<file path="config.mk">
export PLATFORM = sky130hd
export DESIGN_NAME = scc_div_step
export DESIGN_NICKNAME = d
export VERILOG_FILES = /design/src/sv/scc_pkg.sv /design/src/sv/scc_div_step.sv
export SDC_FILE = /design/constraint.sdc
export NUM_CORES = 2
export LEC_CHECK = 0
export ABC_CLOCK_PERIOD_IN_PS = 840
export BUFFER_PORTS_ARGS = -buffer_cell sky130_fd_sc_hd__buf_2
export CAP_MARGIN = 0
export CORE_AREA = 4 4 670 672
export DETAILED_ROUTE_END_ITERATION = 10
export DIE_AREA = 0 0 674 676
export MAX_ROUTING_LAYER = met4
export PLACE_DENSITY_LB_ADDON = 0.15
export SLEW_MARGIN = 30
export SYNTH_ARGS = -nofsm -noshare
export SYNTH_HDL_FRONTEND = slang
export SYNTH_SLANG_ARGS = --single-unit
</file>
<file path="constraint.sdc">
create_clock -name clk -period 0.84 [get_ports clk]
set_input_delay 0.084 -clock clk [delete_from_list [all_inputs] [get_ports clk]]
set_output_delay 0.084 -clock clk [all_outputs]
set_load 0.01 [all_outputs]
</file>
<file path="src/sv/scc_pkg.sv">
// ----------------------------------------------------------------------------
// scc_pkg
// Shared widths, constants and pipeline item types of the spectral current
// correction core.
// ----------------------------------------------------------------------------
package scc_pkg;

	localparam int FRAC_BITS = 16;
	localparam int PART_BITS = 32;

	localparam int LANES   = 6;                          // x re, x im, y re, y im, z re, z im
	localparam int K_W     = 32;
	localparam int IDT_W   = 31;
	localparam int PROD_W  = K_W + PART_BITS;
	localparam int DRHO_W  = PART_BITS + 1;
	localparam int PDT_W   = DRHO_W + IDT_W + 1;
	localparam int T_W     = 67;
	localparam int MAG_W   = 66;
	localparam int MLO_W   = 33;
	localparam int MHI_W   = MAG_W - MLO_W;
	localparam int PP_W    = MLO_W + K_W;
	localparam int DEN_W   = 64;
	localparam int QUO_W   = 34;
	localparam int NUM_W   = MAG_W + K_W + 1;
	localparam int RES_W   = QUO_W + 2;
	localparam int IN_W    = 5 * 64 + 3 * K_W;
	localparam int OUT_W   = 192;
	localparam int USER_W  = 2;

	localparam logic [IDT_W-1:0] IDT_RESET = IDT_W'(64'd1 << FRAC_BITS);

	localparam logic signed [RES_W-1:0] PART_MAX = RES_W'((64'sd1 <<< (PART_BITS - 1)) - 64'sd1);
	localparam logic signed [RES_W-1:0] PART_MIN = -PART_MAX - RES_W'(1);

	typedef struct packed {
		logic [DEN_W-1:0] rem;
		logic [QUO_W-1:0] nq;   // numerator bits still to go, quotient bits shifted in
	} div_lane_t;

	typedef struct packed {
		div_lane_t [LANES-1:0]             lane;
		logic [DEN_W-1:0]                  den;
		logic [LANES-1:0][PART_BITS-1:0]   jpart;
		logic [LANES-1:0]                  neg;
		logic [LANES-1:0]                  ovf;
		logic                              corr;
	} div_item_t;

	typedef struct packed {
		logic skid_full;
		logic out_full;
	} out_stat_t;

endpackage

</file>
<file path="src/sv/scc_div_step.sv">
// ----------------------------------------------------------------------------
// scc_div_step
// One restoring division step for all six lanes, registered.
// ----------------------------------------------------------------------------
module scc_div_step import scc_pkg::*; (
	input  logic       clk,
	input  logic       arst_n,
	input  logic       en,
	input  logic       in_valid,
	input  div_item_t  in_item,
	output logic       out_valid,
	output div_item_t  out_item
);

	logic      v_s1;
	div_item_t item_s1;
	div_item_t nxt;

	always_comb begin
		logic [DEN_W:0] trial;
		logic           ge;
		nxt = in_item;
		for (int l = 0; l < LANES; l++) begin
			trial = {in_item.lane[l].rem, in_item.lane[l].nq[QUO_W-1]};
			ge    = trial >= {1'b0, in_item.den};
			nxt.lane[l].rem = ge ? DEN_W'(trial - {1'b0, in_item.den}) : trial[DEN_W-1:0];
			nxt.lane[l].nq  = {in_item.lane[l].nq[QUO_W-2:0], ge};
		end
	end

	always_ff @(posedge clk or negedge arst_n) begin
		if (!arst_n) begin
			v_s1 <= 1'b0;
		end else if (en) begin
			v_s1 <= in_valid;
		end
	end

	always_ff @(posedge clk) begin
		if (en) begin
			item_s1 <= nxt;
		end
	end

	assign out_valid = v_s1;
	assign out_item  = item_s1;

endmodule

</file>
==> impl_metrics.py <==
metrics = {
    "status": {
        "outcome": "finished with violations",
        "violations": "hold timing, setup timing",
    },
    "clocking": {
        "ctsHtreeMaxLevel": 3,
        "cts_tree": "yes",
        "cts_buffer_depth": 4,
        "clk_latency_ns": 0.83,
        "cts_buffers": 124,
        "cts.sinks": 858,
        "root_buffer": "clkbuf_16",
        "clk_pin_slew_ns": 0.06,
    },
    "detailed_routing": {
        "drtAntennaViolNets": 0,
        "drcViolationCount": 0,
        "drt-initial-drc-count": 2961,
        "drt-pass1-iter-count": 5,
        "post_drt_wl_per_cell_um": 28.4,
        "via_per_inst": 3.83,
        "dr_total_vias": 61972,
        "wirelength_mm": 459,
    },
    "critical_path": {
        "slowest_delay_ns": 0.62,
        "reg2reg_slack_ns": 0.08,
        "rr_worst_depth": 1,
        "cp_cell_sequence": "buf_2 -> dlygate4sd3_1 -> ha_4 -> nand2_1 -> o21ai_2 -> a21oi_1 -> or2_1 -> buf_4 -> a2111oi_4 -> buf_6 -> o21ai_4 -> nand2_2 -> a221oi_4 -> o21a_4 -> inv_16 -> buf_16 -> mux2_4",
        "required_ns": 1.40,
        "cp_num_buf_inv": 6,
        "reg2reg_from": "out_valid",
        "crit_slowest_cell": "dlygate4sd3_1",
        "cp-start-kind": "primary input",
        "cp_top_family": "buffers and inverters",
        "cp-startpoint": "in_item[533]",
        "endpoint": "out_item[504]",
        "setup.worst_path.end_class": "flop",
        "path_depth": 17,
        "arrival_ns": 3.68,
        "r2r_end": "out_valid",
        "crit_type": "primary input to flop",
        "crit_fanout": 6,
    },
    "timing": {
        "fmax_mhz": 321,
        "worst_pin_slew_ns": 0.891,
        "fin_crit_sh": 3.71,
        "slew_headroom": 0.402,
        "finalSetupViolations": 1566,
        "report.final.hold_viol_count": 54,
        "min_period_ns": 3.12,
        "finClkSkew_ns": 0,
        "whs_ns": -0.639,
        "postLayoutSetupSlackWorst_ns": -2.28,
        "rsz0062_at_grt": "yes",
        "finalMaxSlewViolations": 0,
    },
    "logic_synthesis": {
        "ys_ff_latch": 858,
        "synth-async-reset-ratio": 0.00117,
        "post-synth-top-count-cell": "edfxtp_1",
        "avgSynthCellArea_um2": 10.8,
        "syn_inst": 4957,
        "synth.distinct_cells": 111,
        "yosysTopAreaCell": "edfxtp_1",
        "ys_top_cells_by_area": "edfxtp_1 (48%), ha_1 (9.0%), a21oi_1 (5.1%), xnor2_1 (3.6%), a21o_1 (3.0%)",
        "syn_area_um2": 53400,
        "ys.warnings.count": 0,
        "ys_top_cells_by_count": "edfxtp_1 (857), a21oi_1 (544), nand2_1 (406)",
        "syn-num-nets": 6208,
        "synth_edf_count": 857,
        "ys.flop_type": "edfxtp_1",
        "netlist.area_leader.share": 0.482,
        "seq_area_frac_synth": 0.483,
    },
    "hold_path": {
        "worstHoldPathType": "primary input to flop",
        "min_from": "in_item[220]",
    },
    "floorplan": {
        "initial_core_util": 0.120,
        "ios": 1719,
        "die-area_um2": 456000,
        "core_um2": 444000,
        "dieHeight_um": 676,
        "die_w_um": 674,
        "rows": 245,
    },
    "final_layout": {
        "nNetsFinal": 11270,
        "final_layout_size_suffix_gt1_frac": 0.470,
        "layout.cells.non_filler": 16165,
        "area.growth.synth_to_final_pct": 104,
    },
    "power_and_ir_drop": {
        "p_leak_nw": 46.8,
        "ir_worst_vdd_uv": 1880,
        "power_frac_clock": 0.315,
        "swShare": 0.341,
        "power_density_nw_per_um2": 1670,
        "p_switching_w": 0.0620,
        "p_int_w": 0.120,
        "combPwrFrac": 0.376,
        "seqPwrFrac": 0.310,
    },
    "grt": {
        "grt.total_usage": 0.197,
        "grt_pass1_vias": 65758,
        "grt_pass1_wl_mm": 586,
        "antenna_found_initial": 156,
        "overflow": 0,
        "grt_max_degree": 50,
    },
    "placement": {
        "place.gp.congestion": 0.938,
        "place_inst": 14394,
        "portBuffers": 1718,
        "hpwl_mm": 381,
    },
    "flow_run": {
        "drv_cap": 0,
    },
}
## worst min-delay path by stage
stage	end	depth (start not counted)
final	out_item[220]	1
after detailed placement	out_valid	1
after CTS	out_item[218]	1
after global placement	out_valid	1
after global routing	out_item[220]	1
after floorplan	out_valid	0
## cell type report
cell class	count	area, um^2
timing repair buffer	5144	40600
clock inverter	86	1090
antenna	115	288
clock buffer	143	3220
fill	47942	335000
sequential	858	25800
inverter	182	812
timing repair inverter	1	11.3
tap	5928	7420
multi-input combinational	3708	29500
## state kept, by name (all words and copies together), names as in the netlist
| signal | cells |
|---|---|
| out_valid | 1 |
| out_item | 857 |
## per-layer routing
layer / vias to the layer above / GRT usage / part of all wire
li1: 29072 / - / -
met1: 30411 / 0.182 / 0.34
met2: 1826 / 0.378 / 0.55
met3: 663 / 0.0322 / 0.043
met4: 0 / 0.116 / 0.074
met5: - / - / 0
## cell families after synthesis
kind of cell	count (synthesis)	share of synthesized area
simple gates	1238	0.110
compound gates	1576	0.189
flops	858	0.483
mux	161	0.0377
buf+inv	391	0.0319
xor+xnor	343	0.0563
fa+ha+maj	390	0.0923
## placed cells by master, fill, tap and decap left out, types with 153 or more instances in the layout
| cell | instances |
|---|---|
| a21oi_1 | 442 |
| nor2_1 | 276 |
| ha_1 | 284 |
| buf_2 | 1686 |
| buf_12 | 166 |
| o21ai_0 | 269 |
| buf_4 | 1918 |
| dlygate4sd3_1 | 1262 |
| nand2_1 | 389 |
| xnor2_1 | 215 |
| edfxtp_1 | 857 |
| inv_1 | 153 |
| a21o_1 | 214 |
## metrics by stage
step / area [um^2] / setup slack (ns) / util / setup TNS, ns / total power (W)
2_1_floorplan: 54600 / -2.25 / - / -821.68 / 0.0786
3_3_place_gp: 86300 / -3.65 / 0.195 / -1615.66 / 0.117
3_5_place_dp: 86300 / -3.63 / 0.195 / -1619.30 / 0.116
4_1_cts: 106000 / -2.27 / 0.239 / -1655.68 / 0.184
5_1_grt: 109000 / -2.33 / 0.245 / -1645.55 / 0.191
6_report: 109000 / -2.28 / 0.245 / -1538.36 / 0.182
## timing repair
action,CTS,global route
setup buffers,95,41
gates resized for setup,399,312
gates cloned,22,9
pin swaps,121,107
endpoints found under the hold margin,1550,123
hold buffers,1243,68
endpoints found under the setup margin,1248,1564
## power by group through the flow
stage | sequential (W) | clock [W] | combinational [W]
after floorplan | 0.0583 | 0 | 0.0203
after global placement | 0.0573 | 0 | 0.0592
after detailed placement | 0.0571 | 0 | 0.0589
after CTS | 0.0564 | 0.0598 | 0.0676
after global routing | 0.0566 | 0.0612 | 0.0727
final | 0.0563 | 0.0572 | 0.0683
(Power assumes the default switching activity.)
