===== src/sv/scc_pkg.sv =====
// ----------------------------------------------------------------------------
// scc_pkg
// Shared widths, constants and pipeline item types of the spectral current
// correction core.
// ----------------------------------------------------------------------------
package scc_pkg;

	localparam int FRAC_BITS = 16;
	localparam int PART_BITS = 32;

	localparam int LANES   = 6;                          // x re, x im, y re, y im, z re, z im
	localparam int K_W     = 32;
	localparam int IDT_W   = 31;
	localparam int PROD_W  = K_W + PART_BITS;
	localparam int DRHO_W  = PART_BITS + 1;
	localparam int PDT_W   = DRHO_W + IDT_W + 1;
	localparam int T_W     = 67;
	localparam int MAG_W   = 66;
	localparam int MLO_W   = 33;
	localparam int MHI_W   = MAG_W - MLO_W;
	localparam int PP_W    = MLO_W + K_W;
	localparam int DEN_W   = 64;
	localparam int QUO_W   = 34;
	localparam int NUM_W   = MAG_W + K_W + 1;
	localparam int RES_W   = QUO_W + 2;
	localparam int IN_W    = 5 * 64 + 3 * K_W;
	localparam int OUT_W   = 192;
	localparam int USER_W  = 2;

	localparam logic [IDT_W-1:0] IDT_RESET = IDT_W'(64'd1 << FRAC_BITS);

	localparam logic signed [RES_W-1:0] PART_MAX = RES_W'((64'sd1 <<< (PART_BITS - 1)) - 64'sd1);
	localparam logic signed [RES_W-1:0] PART_MIN = -PART_MAX - RES_W'(1);

	typedef struct packed {
		logic [DEN_W-1:0] rem;
		logic [QUO_W-1:0] nq;   // numerator bits still to go, quotient bits shifted in
	} div_lane_t;

	typedef struct packed {
		div_lane_t [LANES-1:0]             lane;
		logic [DEN_W-1:0]                  den;
		logic [LANES-1:0][PART_BITS-1:0]   jpart;
		logic [LANES-1:0]                  neg;
		logic [LANES-1:0]                  ovf;
		logic                              corr;
	} div_item_t;

	typedef struct packed {
		logic skid_full;
		logic out_full;
	} out_stat_t;

endpackage


===== src/sv/scc_back.sv =====
// ----------------------------------------------------------------------------
// scc_back
// Sign, subtract and saturate per part, pack the result, and hold it in an
// output register with a skid entry behind it.
// ----------------------------------------------------------------------------
module scc_back import scc_pkg::*; (
	input  logic               clk,
	input  logic               arst_n,
	input  logic               in_valid,
	input  div_item_t          in_item,
	output logic               m_tvalid,
	input  logic               m_tready,
	output logic [OUT_W-1:0]   m_tdata,    // fixed_current_x, fixed_current_y,
	                                       // fixed_current_z
	output logic [USER_W-1:0]  m_tuser,    // was_corrected, clipped
	output out_stat_t          stat
);

	logic                    en;
	logic                    pop;
	logic                    rv_s1, ov_q, skv_q;
	logic [OUT_W+USER_W-1:0] res_s1, out_q, skid_q;
	logic [OUT_W+USER_W-1:0] res;

	always_comb begin
		logic signed [RES_W-1:0]     jx, v;
		logic signed [PART_BITS-1:0] p;
		logic [LANES-1:0]            clip;
		logic [LANES-1:0][31:0]      part;
		for (int l = 0; l < LANES; l++) begin
			jx = RES_W'($signed(in_item.jpart[l]));
			v  = in_item.neg[l] ? jx + $signed(RES_W'(in_item.lane[l].nq))
				: jx - $signed(RES_W'(in_item.lane[l].nq));
			clip[l] = 1'b1;
			if (!in_item.corr) begin
				p = in_item.jpart[l];
				clip[l] = 1'b0;
			end else if (in_item.ovf[l]) begin
				p = in_item.neg[l] ? PART_MAX[PART_BITS-1:0] : PART_MIN[PART_BITS-1:0];
			end else if (v > PART_MAX) begin
				p = PART_MAX[PART_BITS-1:0];
			end else if (v < PART_MIN) begin
				p = PART_MIN[PART_BITS-1:0];
			end else begin
				p = v[PART_BITS-1:0];
				clip[l] = 1'b0;
			end
			part[l] = 32'(p);
		end
		res = {|clip, in_item.corr,
			part[4], part[5], part[2], part[3], part[0], part[1]};
	end

	assign en  = !skv_q;
	assign pop = ov_q && m_tready;

	always_ff @(posedge clk or negedge arst_n) begin
		if (!arst_n) begin
			rv_s1 <= 1'b0;
			ov_q  <= 1'b0;
			skv_q <= 1'b0;
		end else begin
			if (en) rv_s1 <= in_valid;
			if (skv_q) begin
				if (pop) skv_q <= 1'b0;
			end else if (rv_s1) begin
				if (!ov_q || pop) ov_q <= 1'b1;
				else skv_q <= 1'b1;
			end else if (pop) begin
				ov_q <= 1'b0;
			end
		end
	end

	always_ff @(posedge clk) begin
		if (en) res_s1 <= res;
		if (skv_q) begin
			if (pop) out_q <= skid_q;
		end else if (rv_s1) begin
			// park the request in the skid entry while the output is stalled
			if (!ov_q || pop) out_q <= res_s1;
			else skid_q <= res_s1;
		end
	end

	assign m_tvalid       = ov_q;
	assign m_tdata        = out_q[OUT_W-1:0];
	assign m_tuser        = out_q[OUT_W +: USER_W];
	assign stat.skid_full = skv_q;
	assign stat.out_full  = ov_q;

endmodule


===== config.mk =====
export PLATFORM = sky130hd
export DESIGN_NAME = scc_back
export DESIGN_NICKNAME = d
export VERILOG_FILES = /design/src/sv/scc_pkg.sv /design/src/sv/scc_back.sv
export SDC_FILE = /design/constraint.sdc
export NUM_CORES = 1
export LEC_CHECK = 0
export BUFFER_PORTS_ARGS = -buffer_cell sky130_fd_sc_hd__buf_2
export CORE_AREA = 3 3 409 411
export CTS_CLUSTER_SIZE = 28
export DETAILED_ROUTE_END_ITERATION = 10
export DIE_AREA = 0 0 412 414
export PLACE_DENSITY_LB_ADDON = 0.3
export SYNTH_ARGS = -nofsm -noshare
export SYNTH_HDL_FRONTEND = slang
export SYNTH_SLANG_ARGS = --single-unit

===== constraint.sdc =====
create_clock -name clk -period 52.2 [get_ports clk]
set_clock_uncertainty 0.2 [all_clocks]
set_input_delay 10.44 -clock clk [delete_from_list [all_inputs] [get_ports clk]]
set_output_delay 10.44 -clock clk [all_outputs]
set_load 0.02 [all_outputs]

==> flow_summary.toml, run 1 <==
[global_routing]
gr-usage-all-layers_pct = 16.3
grt_start_max_net_pins = 126
grt_overflow = 0
grt_pass1_wl_mm = 210
grt_antenna_before_repair = 70
grt_pass1_vias = 31700

[cells_and_area]
drive_gt1_share_pct = 22.6
fill_cells = 17400
fin_nets = 5540
area_growth_pct = 20.6

[timing]
finalSetupViolations = 0
setup_tns_ns = 0
relSlewSlack_pct = 15.4
slew_viol_final = 0
rsz0062_at_grt = "no"
fmax_mhz = 60.2
period_needed_ns = 16.61
final_hold_viol_count = 0
worstMarginPinSlew_ns = 1.27
post-route-period-util_pct = 31.8
setup_slack_ns = 35.59

[min_path]
worstHoldStart = "res_s1[84]"
hp-class = "flip-flop to flip-flop"
holdPathStages = 0
min_to = "skid_q[84]"

[synthesis]
synth_nets = 4983
yosysUniqueCellTypes = 98
syn_area_per_cell_sq_um = 10.0
syn_inst = 3896
ys_async_sr_fraction_pct = 0.513
synth_warnings = 0
netlist_area_sq_um = 39100
synth-seq-area-share_pct = 44.9
ys_ff_latch = 585
ys.flop_type = "edfxtp_1"
synth_edf_count = 582

[floorplanning]
dieWidth_um = 412
rows = 149
start_util_pct = 23.8
core_area_sq_um = 164000
die_h_um = 414
ios = 1058
dieArea_sq_um = 171000

[clock_tree]
h-tree-depth = 3
clock-root-buffer = "clkbuf_16"
cts_buffer_depth = 3
clk_latency_ns = 0.67
cts_tree = "yes"
cts.sinks = 585
cts_made_buffers = 74
cts_resized = 0
postCtsSetupBuffers = 0
cts_hold_buf = 0
path_clk_slew_ns = 0.06

[setup_path]
cp_cell_sequence = "buf_2 > nor2_1 > nor4b_1 > nand2_1 > nor3_1 > nor2_1 > xnor2_1 > ha_1 > nand4_1 > a21oi_1 > o21ai_0 > a21oi_1 > a41oi_1 > xnor2_1 > nor4_1 > or2_1 > and2b_1 > buf_4 > a21oi_1"
crit_required_ns = 52.37
reg2reg_to = "res_s1[5]"
cp_top_family = "simple AND/OR/NAND/NOR gates"
slowest_delay_ns = 0.72
worstPathMaxFanout = 17
rr_startpoint = "skv_q"
critPathArrivalTime_ns = 16.77
r2r_setup_slack_ns = 48.37
crit_buf_inv = 2
ff2ff_path_depth = 3
crit_path_end_kind = "flip-flop"
startpoint_type = "primary input"
worstSetupPathType = "primary input to flip-flop"
crit_slowest_cell = "nor4b_1"
crit_top_cell = "a21oi_1"

[outcome]
outcome = "finished, final reports clean"

[pwr]
vdd_drop_max_uv = 23.1
power_leakage_nw = 18.0
powerDensity_nw_per_um2 = 30.1

[drt]
route.detailed.drc = 0
wl_per_cell_um = 21.4
via_count = 32300
routed_wl_mm = 144
dr.first_iter.drc_count = 2341
ant_nets = 0
vias_per_cell = 4.80
drt-pass1-iter-count = 5

[place]
dp_slack_ns = 34.84
hpwl_mm = 112
place_congestion = 0.883
io_buffers = 609

[run]
cap_violations = 0
==> worst max path at each step <==
stage / to / slack (ns) / cells past startpoint / startpoint
floorplan: skid_q[0] / 21.90 / 1 / m_tready
global placement: res_s1[146] / 34.87 / 19 / in_item[761]
detailed placement: res_s1[146] / 34.84 / 19 / in_item[761]
CTS: res_s1[146] / 35.60 / 19 / in_item[761]
global route: res_s1[146] / 35.10 / 19 / in_item[761]
finish: res_s1[157] / 35.59 / 19 / in_item[761]
==> cell usage in the layout, fill, tap and decap left out, types with 8 or more instances in the layout <==
cell,instances
o21a_1,52
o2111ai_1,8
a21o_1,87
o211ai_1,33
ha_1,220
a211oi_1,22
nand2b_1,37
or3_1,18
xnor2_1,139
a21oi_1,502
nor3_1,104
inv_1,114
and3_1,24
clkinv_1,14
buf_4,33
a31oi_1,45
nor2_1,381
nand2_1,343
nand3_1,48
diode_2,36
mux2_2,202
edfxtp_1,582
o21bai_1,30
o21ai_1,25
nand4_1,32
nor2b_1,17
a21boi_0,10
bufinv_16,9
a21oi_2,14
clkbuf_16,75
clkinv_2,15
or4_1,11
and2_1,13
xor2_1,239
buf_2,608
nor4_1,35
clkbuf_1,9
o21ai_0,161
a41oi_1,12
==> registers in the layout (all words and copies together) (netlist names) <==
register  cells
skv_q         1
res_s1      194
m_tvalid      1
rv_s1         1
skid_q      194
out_q       194
==> cells by family after synthesis <==
kind of cell               count (synthesis)  share of synthesized area (%)
and+or+nand+nor                         1125                           13.4
muxes                                    206                           5.92
DFF                                      585                           44.9
xor gates and xnor gates                 380                           8.55
adders and majority gates                226                           7.35
buffers and inverters                    278                           2.84
AOI/OAI and AO/OA                       1096                           17.1
==> per-stage QoR <==
| step | cell area [sq um] | util, % | total power [mW] | hold slack, ns | cells |
|---|---|---|---|---|---|
| after floorplan | 39100 | - | 0.782 | 0.222 | 3896 |
| after global placement | 44600 | 27.1 | 0.895 | 0.227 | 6566 |
| after detailed placement | 44600 | 27.1 | 0.894 | 0.233 | 6566 |
| after CTS | 47100 | 28.6 | 1.44 | 0.225 | 6702 |
| after global routing | 47100 | 28.6 | 1.50 | 0.229 | 6707 |
| final | 47200 | 28.7 | 1.42 | 0.237 | 6738 |
==> area by class of cell <==
type | instances | area [sq um] | area share, %
inverters | 115 | 439 | 0.931
clock inverters | 52 | 581 | 1.23
diodes | 36 | 90.1 | 0.191
repair buffers | 644 | 3340 | 7.09
well taps | 2189 | 2740 | 5.81
flip-flops and latches | 585 | 17600 | 37.2
multi-input cells | 3033 | 20500 | 43.5
clock buffers | 84 | 1910 | 4.05
==> per-layer routing <==
| metal | track usage [%] | share of wire, % | vias up | wire [um] |
|---|---|---|---|---|
| met2 | 24.3 | 42 | 984 | 60400 |
| met1 | 22.6 | 47 | 15500 | 67000 |
| met3 | 5.54 | 9.0 | 222 | 12900 |
| met5 | 0 | 0.23 | - | 330 |
| met4 | 3.83 | 2.3 | 50 | 3310 |
| li1 | - | - | 15600 | - |
==> worst reg2reg max path, cell delays in order, from the launching register on <==
cell and delay, ns:
dfrtp_4 0.67, buf_12 0.29, inv_8 1.19, buf_4 0.96
==> report_power, final <==
group | internal, mW | switching (mW)
clock network | 0.312 | 0.220
logic | 0.140 | 0.231
registers | 0.516 | 0.00000819
==> synth_stat cells (13+ instances only) <==
| cell type | count | area [sq um] |
|---|---|---|
| o21ai_0 | 161 | 806 |
| a31oi_1 | 45 | 282 |
| a21oi_1 | 507 | 2540 |
| a211oi_1 | 22 | 165 |
| ha_1 | 220 | 2750 |
| and2_1 | 13 | 81.3 |
| nand4_1 | 32 | 200 |
| o21bai_1 | 30 | 225 |
| nor4_1 | 35 | 219 |
| o21ai_1 | 25 | 125 |
| xor2_1 | 239 | 2090 |
| inv_1 | 115 | 432 |
| o21a_1 | 52 | 390 |
| clkbuf_1 | 119 | 447 |
| o211ai_1 | 33 | 248 |
| nor2_1 | 382 | 1430 |
| a21o_1 | 87 | 653 |
| nor3_1 | 104 | 521 |
| nand2_1 | 344 | 1290 |
| buf_2 | 25 | 125 |
| edfxtp_1 | 582 | 17500 |
| nand3_1 | 48 | 240 |
| or3_1 | 18 | 113 |
| and3_1 | 24 | 150 |
| mux2_2 | 202 | 2270 |
| nand2b_1 | 37 | 231 |
| xnor2_1 | 139 | 1220 |
| nor2b_1 | 17 | 106 |
No activity file was read; power rests on OpenSTA's default activity.
==> inputs of run 2 (changes only) <==
Settings changed: ABC_AREA set to 1, CORE_AREA 3 3 409 411 to 3 3 406 408, DIE_AREA 0 0 412 414 to 0 0 409 411.
Clock period 52.2 ns to 14.2 ns, I/O delays scaled along.
==> run 2 against run 1 <==
Routed wire length up 12%. Critical path depth up 8. Final area up 3.7%. Sequential share of layout area down 1.3 points. First-iteration DRC count up 12%. Critical path type unchanged. Critical endpoint is now res_s1[83]. Largest cell class unchanged. Highest routed layer unchanged.
==> flow_summary.toml, run 2 <==
[outcome]
outcome = "finished, final reports clean"

[pwr]
p_total_mw = 7.86
pwr-share-seq_pct = 38.2
combPwrFrac_pct = 38.9
p_sw_mw = 3.22
clkPwrFrac_pct = 22.9
internal-power_mw = 4.64
swShare_pct = 40.9
vdd_drop_max_uv = 113
power_leakage_nw = 21.5
powerDensity_nw_per_um2 = 161

[global_routing]
grt_pass1_wl_mm = 236
grt_antenna_before_repair = 73
grt_start_max_net_pins = 144
grt_overflow = 0
grt_pass1_vias = 36500
gr-usage-all-layers_pct = 18.7

[synthesis]
synth-seq-area-share_pct = 42.7
yosysUniqueCellTypes = 57
ys.flop_type = "edfxtp_1"
synth_edf_count = 582
synth.area.top_cells = "edfxtp_1, nand2_1, ha_1"
syn_area_per_cell_sq_um = 7.83
ys_async_sr_fraction_pct = 0.513
synth_top_cell_by_area = "edfxtp_1"
ys_top_cells_by_count = "nand2_1, nor2_1, edfxtp_1"
synth_warnings = 0
synth.most_common_cell = "nand2_1"
ys_ff_latch = 585
synth_top_cell_area_share_pct = 42.5
syn_inst = 5254
synth_nets = 6341
netlist_area_sq_um = 41100

[setup_path]
r2r_setup_slack_ns = 10.55
crit_path_end_kind = "flip-flop"
startpoint_type = "primary input"
crit_start = "in_item[563]"
worstSetupPathType = "primary input to flip-flop"
crit_required_ns = 14.38
ff2ff_path_depth = 5
crit_end = "res_s1[83]"
worstPathMaxFanout = 31
reg2reg_to = "out_q[137]"
rr_startpoint = "skv_q"
critPathArrivalTime_ns = 8.30

[timing]
final_hold_viol_count = 0
relSlewSlack_pct = 33.9
post-route-period-util_pct = 57.2
finalSetupViolations = 0
setup_tns_ns = 0
holdWs_ns = 0.221
period_needed_ns = 8.12
slew_viol_final = 0
worstMarginPinSlew_ns = 0.990
setup_slack_ns = 6.08
rsz0062_at_grt = "no"
fmax_mhz = 123

[cells_and_area]
layout_commonest_cell = "nand2_1"
drive_gt1_share_pct = 14.2
post_layout_nonfiller_instances = 8089
final_cell_mix = "nand2_1, nor2_1, buf_2"
fin_nets = 6919
multiInputGateArea_sq_um = 21500
regArea_sq_um = 17600
reg_top3 = "out_q x194, res_s1 x194, skid_q x194"
area_growth_pct = 18.9
fill_cells = 17600

[drt]
via_count = 37200
drt-pass1-iter-count = 6
wl_per_cell_um = 20.0
route.detailed.drc = 0
dr.first_iter.drc_count = 2624
ant_nets = 0
routed_wl_mm = 162
vias_per_cell = 4.60

[floorplanning]
rows = 148
start_util_pct = 25.4
die_h_um = 411
dieArea_sq_um = 168000
dieWidth_um = 409
ios = 1058
core_area_sq_um = 162000

[clock_tree]
cts_tree = "yes"
path_clk_slew_ns = 0.06
clk_latency_ns = 0.68
cts_made_buffers = 70
cts_buffer_depth = 3
cts_resized = 0
cts.sinks = 585
clock-root-buffer = "clkbuf_16"
postCtsSetupBuffers = 0
cts_hold_buf = 0
h-tree-depth = 3

[place]
dp_slack_ns = 5.22
place_congestion = 0.921
io_buffers = 609
placedCellCount = 7935
hpwl_mm = 131

[run]
cap_violations = 0

[min_path]
hp-class = "flip-flop to flip-flop"
run 2: worst min path at each step:
stage | startpoint | to | cells after the start | slack [ns]
2_1_floorplan | res_s1[0] | skid_q[0] | 0 | 0.23
3_3_place_gp | res_s1[142] | skid_q[142] | 0 | 0.23
3_5_place_dp | res_s1[193] | skid_q[193] | 0 | 0.23
4_1_cts | res_s1[75] | skid_q[75] | 0 | 0.22
5_1_grt | res_s1[2] | skid_q[2] | 0 | 0.24
6_report | res_s1[119] | skid_q[119] | 0 | 0.22
run 2: final cells by class:
class / count / share of cell area, %
multi-input combinational: 4136 / 44.0
sequential: 585 / 35.9
timing repair buffer: 635 / 6.65
tap: 2175 / 5.57
clock buffer: 92 / 3.84
inverter: 404 / 3.12
clock inverter: 33 / 0.732
antenna: 29 / 0.148
run 2: cell families (layout without fill, tap and decap cells):
logic type	after synthesis	count (layout)	share of synthesized area (%)
fa+ha+maj	226	226	6.98
buf+inv	533	1164	5.20
simple gates	2772	2772	26.8
xor+xnor	368	368	7.89
flops	585	585	42.7
compound gates	770	770	10.5
other cells	0	29	0
run 2: power groups by stage:
stage	clock network, mW	registers [mW]	logic, mW
global placement	0	3.02	3.12
detailed placement	0	3.03	3.10
global route	1.93	3.06	3.41
CTS	1.86	3.01	3.12
finish	1.80	3.00	3.05
floorplan	0	3.47	1.61
run 2: critical path, stage by stage:
cell     delay (ns)
buf_2          0.13
inv_1          0.06
ha_1           0.16
nand3_1        0.10
nor2_1         0.09
nand2_1        0.07
nor3_1         0.23
inv_1          0.10
nor3_1         0.14
inv_1          0.09
nor3_2         0.43
nand3_1        0.23
o21ai_1        0.28
o21ai_0        0.15
xor2_1         0.18
ha_1           0.35
a21oi_1        0.23
o21ai_0        0.18
nand2_1        0.10
nand3_1        0.06
nor2_1         0.23
nand3_1        0.12
nand2_1        0.09
nand3_1        0.16
a21oi_4        0.78
nand2_1        0.10
a21oi_1        0.57
run 2: per-stage QoR:
step,util [%],instance area [sq um]
6_report,30.2,48900
5_1_grt,30.1,48800
4_1_cts,30.1,48800
3_5_place_dp,28.8,46600
3_3_place_gp,28.8,46600
2_1_floorplan,-,41100
run 2: metal layers:
metal / wire, um / track usage, % / part of all wire [%]
met4: 4080 / 4.56 / 2.5
met5: 257 / 0 / 0.16
met1: 71800 / 24.4 / 44
met2: 73400 / 30.5 / 45
met3: 12300 / 5.31 / 7.6
